==> src/dam_pkg.sv <==
// ----------------------------------------------------------------------------
// dam_pkg
// Shared constants, codes and types of the decimal accumulator machine.
// ----------------------------------------------------------------------------
package dam_pkg;

    localparam int unsigned MEM_DEPTH_DEF = 128;

    localparam logic [1:0] CMD_WRITE   = 2'd0;
    localparam logic [1:0] CMD_EXEC    = 2'd1;
    localparam logic [1:0] CMD_RESTART = 2'd2;

    localparam logic [1:0] ST_RUN     = 2'd0;
    localparam logic [1:0] ST_HALT    = 2'd1;
    localparam logic [1:0] ST_DIVZERO = 2'd2;
    localparam logic [1:0] ST_INVALID = 2'd3;

    localparam logic [6:0] OP_LOAD  = 7'd11;
    localparam logic [6:0] OP_STORE = 7'd12;
    localparam logic [6:0] OP_ADD   = 7'd21;
    localparam logic [6:0] OP_SUB   = 7'd22;
    localparam logic [6:0] OP_MUL   = 7'd23;
    localparam logic [6:0] OP_DIV   = 7'd24;
    localparam logic [6:0] OP_REM   = 7'd25;
    localparam logic [6:0] OP_READ  = 7'd31;
    localparam logic [6:0] OP_PRINT = 7'd41;
    localparam logic [6:0] OP_NOP   = 7'd50;
    localparam logic [6:0] OP_BR    = 7'd51;
    localparam logic [6:0] OP_BRGT  = 7'd52;
    localparam logic [6:0] OP_BRGE  = 7'd53;
    localparam logic [6:0] OP_BRLT  = 7'd54;
    localparam logic [6:0] OP_BRLE  = 7'd55;
    localparam logic [6:0] OP_BRNE  = 7'd56;
    localparam logic [6:0] OP_BREQ  = 7'd57;
    localparam logic [6:0] OP_SHL   = 7'd61;
    localparam logic [6:0] OP_SHR   = 7'd62;
    localparam logic [6:0] OP_HALT  = 7'd70;

    // word / 100 for words below 8192: (w * 5243) >> 19
    localparam logic [12:0] DEC_BASE    = 13'd100;
    localparam logic [12:0] RECIP100    = 13'd5243;
    localparam logic [31:0] SHL_MOD     = 32'd100000;
    localparam logic [31:0] SHR_DIV     = 32'd10;

    // magnitudes up to 2**31: n / 10 = (n * SHR_RECIP) >> 35,
    // n / 100000 = (n * SHL_RECIP) >> 48
    localparam logic [31:0] SHR_RECIP   = 32'd3435973837;
    localparam logic [31:0] SHL_RECIP   = 32'd2814749768;
    localparam int unsigned SHR_SHIFT   = 35;
    localparam int unsigned SHL_SHIFT   = 48;

    typedef struct packed {
        logic        start;
        logic        fast;
        logic [31:0] dividend;
        logic [31:0] divisor;
    } div_req_t;

    typedef struct packed {
        logic        done;
        logic [31:0] quo;
        logic [31:0] rem;
    } div_rsp_t;

endpackage

==> src/dam_div.sv <==
// ----------------------------------------------------------------------------
// dam_div
// Iterative signed divider, one quotient bit per cycle, truncating. With fast
// set, a reciprocal-multiply path divides by ten (divisor 10), else by 100000.
// ----------------------------------------------------------------------------
module dam_div (
    input  logic              clk,
    input  logic              rst_n,
    input  dam_pkg::div_req_t req,
    output dam_pkg::div_rsp_t rsp
);
    import dam_pkg::*;

    logic        busy_reg, busy_next;
    logic        done_reg, done_next;
    logic [4:0]  cnt_reg, cnt_next;
    logic [2:0]  stg_reg, stg_next;
    logic [31:0] rem_reg, rem_next;
    logic [31:0] quo_reg, quo_next;
    logic [31:0] dvs_reg, dvs_next;
    logic [63:0] prod_reg, prod_next;
    logic        ten_reg, ten_next;
    logic        qneg_reg, qneg_next;
    logic        rneg_reg, rneg_next;
    logic [32:0] trial;
    logic        ge;

    assign trial = {rem_reg, quo_reg[31]};
    assign ge    = (trial >= {1'b0, dvs_reg});

    always_comb
    begin
        busy_next = busy_reg;
        done_next = 1'b0;
        cnt_next  = cnt_reg;
        stg_next  = {stg_reg[1:0], 1'b0};
        rem_next  = rem_reg;
        quo_next  = quo_reg;
        dvs_next  = dvs_reg;
        prod_next = prod_reg;
        ten_next  = ten_reg;
        qneg_next = qneg_reg;
        rneg_next = rneg_reg;
        if (req.start)
        begin
            busy_next = !req.fast;
            stg_next  = {2'b00, req.fast};
            ten_next  = (req.divisor == SHR_DIV);
            cnt_next  = '0;
            rem_next  = '0;
            quo_next  = req.dividend[31] ? (32'd0 - req.dividend) : req.dividend;
            dvs_next  = req.divisor[31] ? (32'd0 - req.divisor) : req.divisor;
            qneg_next = req.dividend[31] ^ req.divisor[31];
            rneg_next = req.dividend[31];
        end
        else if (busy_reg)
        begin
            rem_next = ge ? 32'(trial - {1'b0, dvs_reg}) : trial[31:0];
            quo_next = {quo_reg[30:0], ge};
            cnt_next = cnt_reg + 5'd1;
            if (cnt_reg == 5'd31)
            begin
                busy_next = 1'b0;
                done_next = 1'b1;
            end
        end
        else if (stg_reg[0])
        begin
            prod_next = 64'(quo_reg) * 64'(ten_reg ? SHR_RECIP : SHL_RECIP);
        end
        else if (stg_reg[1])
        begin
            rem_next = quo_reg;
            quo_next = ten_reg ? 32'(prod_reg >> SHR_SHIFT) : 32'(prod_reg >> SHL_SHIFT);
        end
        else if (stg_reg[2])
        begin
            rem_next  = ten_reg ? (rem_reg - quo_reg * SHR_DIV)
                                : (rem_reg - quo_reg * SHL_MOD);
            done_next = 1'b1;
        end
    end

    always_ff @(posedge clk or negedge rst_n)
    begin
        if (!rst_n)
        begin
            busy_reg <= 1'b0;
            done_reg <= 1'b0;
            cnt_reg  <= '0;
            stg_reg  <= '0;
        end
        else
        begin
            busy_reg <= busy_next;
            done_reg <= done_next;
            cnt_reg  <= cnt_next;
            stg_reg  <= stg_next;
        end
    end

    always_ff @(posedge clk)
    begin
        rem_reg  <= rem_next;
        quo_reg  <= quo_next;
        dvs_reg  <= dvs_next;
        prod_reg <= prod_next;
        ten_reg  <= ten_next;
        qneg_reg <= qneg_next;
        rneg_reg <= rneg_next;
    end

    assign rsp.done = done_reg;
    assign rsp.quo  = qneg_reg ? (32'd0 - quo_reg) : quo_reg;
    assign rsp.rem  = rneg_reg ? (32'd0 - rem_reg) : rem_reg;

endmodule

==> config.mk <==
export PLATFORM = sky130hd
export DESIGN_NAME = dam_div
export DESIGN_NICKNAME = d
export VERILOG_FILES = /design/src/dam_pkg.sv /design/src/dam_div.sv
export SDC_FILE = /design/constraint.sdc
export NUM_CORES = 2
export LEC_CHECK = 0
export BUFFER_PORTS_ARGS = -buffer_cell sky130_fd_sc_hd__buf_2
export CAP_MARGIN = 10
export CELL_PAD_IN_SITES_DETAIL_PLACEMENT = 1
export CELL_PAD_IN_SITES_GLOBAL_PLACEMENT = 1
export CORE_ASPECT_RATIO = 1.4
export CORE_MARGIN = 1.5
export CORE_UTILIZATION = 40
export CTS_CLUSTER_SIZE = 10
export DETAILED_ROUTE_END_ITERATION = 16
export PLACE_DENSITY_LB_ADDON = 0.1
export SETUP_SLACK_MARGIN = 0.4
export SLEW_MARGIN = 30
export SYNTH_ARGS = -nofsm -noshare
export SYNTH_HDL_FRONTEND = slang
export SYNTH_SLANG_ARGS = --single-unit
==> constraint.sdc <==
create_clock -name clk -period 8.1 [get_ports clk]
set_input_delay 1.62 -clock clk [delete_from_list [all_inputs] [get_ports clk]]
set_output_delay 1.62 -clock clk [all_outputs]
set_load 0.03 [all_outputs]
==> results.ini <==
[outcome]
outcome = finished with violations
violations = negative setup slack

[critical_path]
crit_start = ten_reg
ff2ff_setup_slack_ns = -0.31
timing.rr.end = prod_reg[47]
worstRegToRegCells = 30
critPathTopFamily = adder cells
crit_fanout = 6
slowest_delay_ns = 0.59
worst-path-buf-inv = 9
critPathLaunchType = flop
cp-end-kind = flop
cp.required_ns = 8.31
worstSetupPathType = reg -> reg
crit_end = prod_reg[47]
slowest_stage = fa_1
critPathMostFrequentCell = fa_1
r2r-start = ten_reg
worstSetupPathDepth = 30
worstPathArrival_ns = 8.62

[synthesis]
async_reset_ff_share_pct = 7.25
yosys.cell_types.count = 83
synth_edf_count = 96
yosys.area.top_type = fa_1
yosysWarnings = 0
synth_fp_nets = 5691
ys_seq_area_share_pct = 9.39
synthCells = 4345
synthesis.area_um2 = 40200
postSynthAreaPerCell_um2 = 9.25
ys_top_cells_by_area = fa_1, ha_1, inv_1
netlist.area_leader.share_pct = 31.2
ys_ff_latch = 138
synth_ff_type = edfxtp_1

[global_route]
grt_max_degree = 70
grt-ovfl-total = 0
antenna_found_initial = 9
grt_pass1_vias = 36800
grt_first_pass_wirelength_um = 236000
grt_usage_pct = 31.6

[die]
start_util_pct = 40.3
core_um2 = 99600
die_height_um = 378
die_x_um = 271
die_area_um2 = 102000
placementRows = 137
io_pins = 133

[route]
avgRoutedWirePerCell_um = 26.3
drtPass1Iterations = 5
antenna_left = 0
num_vias = 32700
wl_met2_um = 83900
wl_met3_um = 4870
top_layer = met5
first_iter_violations = 1729
drc = 0
postRouteWirelength_um = 159000
viasPerCell = 5.40
routedLengthMet1_um = 59200

[clock_network]
cts_buffers = 17
clock_sinks = 138
cts.clk_slew.worst_paths_ns = 0.07
postCtsHoldBufs = 0
htree_levels = 4
worstSkewPairLatency_ns = 0.46
clock-root-buffer = clkbuf_16
cts_tree = yes
cts.path.max_buffers = 2

[placed_design]
dp_cells = 5981
gp_congestion = 0.950
dp.final_hpwl_um = 141000
port_buffers = 132

[sta]
rsz0062_at_grt = true
finalHoldViolCount = 0
fin_worst_skew_ns = 0.00969
worst_slew_pin_slew_ns = 1.00
relSlewSlack_pct = 33.0
finalMaxSlewViolations = 0
setup_ws_ns = -0.308
max_freq_ghz = 0.119
finalSetupViolCount = 17
fin_crit_sh_pct = 104
whs_ns = 0.554
post-route-min-period_ns = 8.41
fin_tns_setup_ns = -2.73

[cells_and_area]
area_growth_pct = 14.5
layout_commonest_cell = inv_1
final_cell_mix = inv_1, ha_1, fa_1
nets = 6068
final-instance-count-excl-fill = 6058
drive_gt1_share_pct = 13.6

[flow_run]
cap_violations = 0

[min_path]
hold_path.class = reg -> reg

[tightest hold or removal path: stages (launching register included)]
cell	delay [ns]
dfrtp_1	0.36
xor2_1	0.08
nor2_1	0.08
[worst min path at each step]
stage	end	cells past startpoint	slack, ns	startpoint
floorplan	cnt_reg[4]	2	0.49	cnt_reg[4]
global placement	cnt_reg[4]	2	0.51	cnt_reg[4]
detailed placement	cnt_reg[3]	2	0.54	cnt_reg[3]
CTS	cnt_reg[3]	2	0.56	cnt_reg[3]
global route	cnt_reg[2]	2	0.59	cnt_reg[2]
finish	cnt_reg[3]	2	0.55	cnt_reg[3]
[what timing repair did]
action | CTS | global route
cloned | 2 | 0
setup endpoints to repair | 33 | 36
pin swaps | 23 | 35
gates resized for setup | 97 | 61
buffers inserted | 29 | 11
[routing by layer]
layer / vias up / GRT usage (%)
li1: 14900 / -
met3: 346 / 2.57
met2: 724 / 59.4
met4: 8 / 18.5
met5: - / 0
met1: 16700 / 34.6
[metrics by stage]
stage	util (%)	cell area (µm²)	setup slack [ns]
floorplan	-	40300	0.398
global placement	44.5	44300	-0.502
detailed placement	44.5	44300	-0.617
CTS	45.8	45600	-0.216
global route	46.2	46000	-0.458
finish	46.2	46000	-0.308
[layout make-up]
class	count	area (µm²)
sequential	138	3780
multi-input combinational	3083	32800
clock buffer	18	429
timing repair buffer	461	3340
tap	1320	1650
inverter	1021	3840
fill	11600	53600
clock inverter	14	195
antenna	3	7.51
[cell families (layout without fill, tap and decap cells)]
family	Yosys count	in the layout	share of synthesized area, %
DFF	138	138	9.39
other	1	4	0.00933
muxes	30	30	0.760
AOI/OAI and AO/OA	756	756	12.5
adders and majority gates	1278	1278	51.5
buffers and inverters	1124	1514	10.6
xor gates and xnor gates	310	310	6.76
and+or+nand+nor	708	708	8.53
[synthesized netlist by cell type (38+ instances only)]
library cell and number:
xor2_1 85, nand2b_1 51, o21ai_0 128, clkbuf_1 81
inv_1 1015, ha_1 651, nor2_1 183, a211oi_1 64
xnor2_1 225, a21o_1 80, nand2_1 214, edfxtp_1 96
nor3_1 41, fa_1 627, o31ai_1 38, a21oi_1 205
nor2b_1 38, nand3_1 41
Power is left out: the tool's default activity adds up to more than one toggle a clock period on the data nets, which glitch-free logic cannot reach.
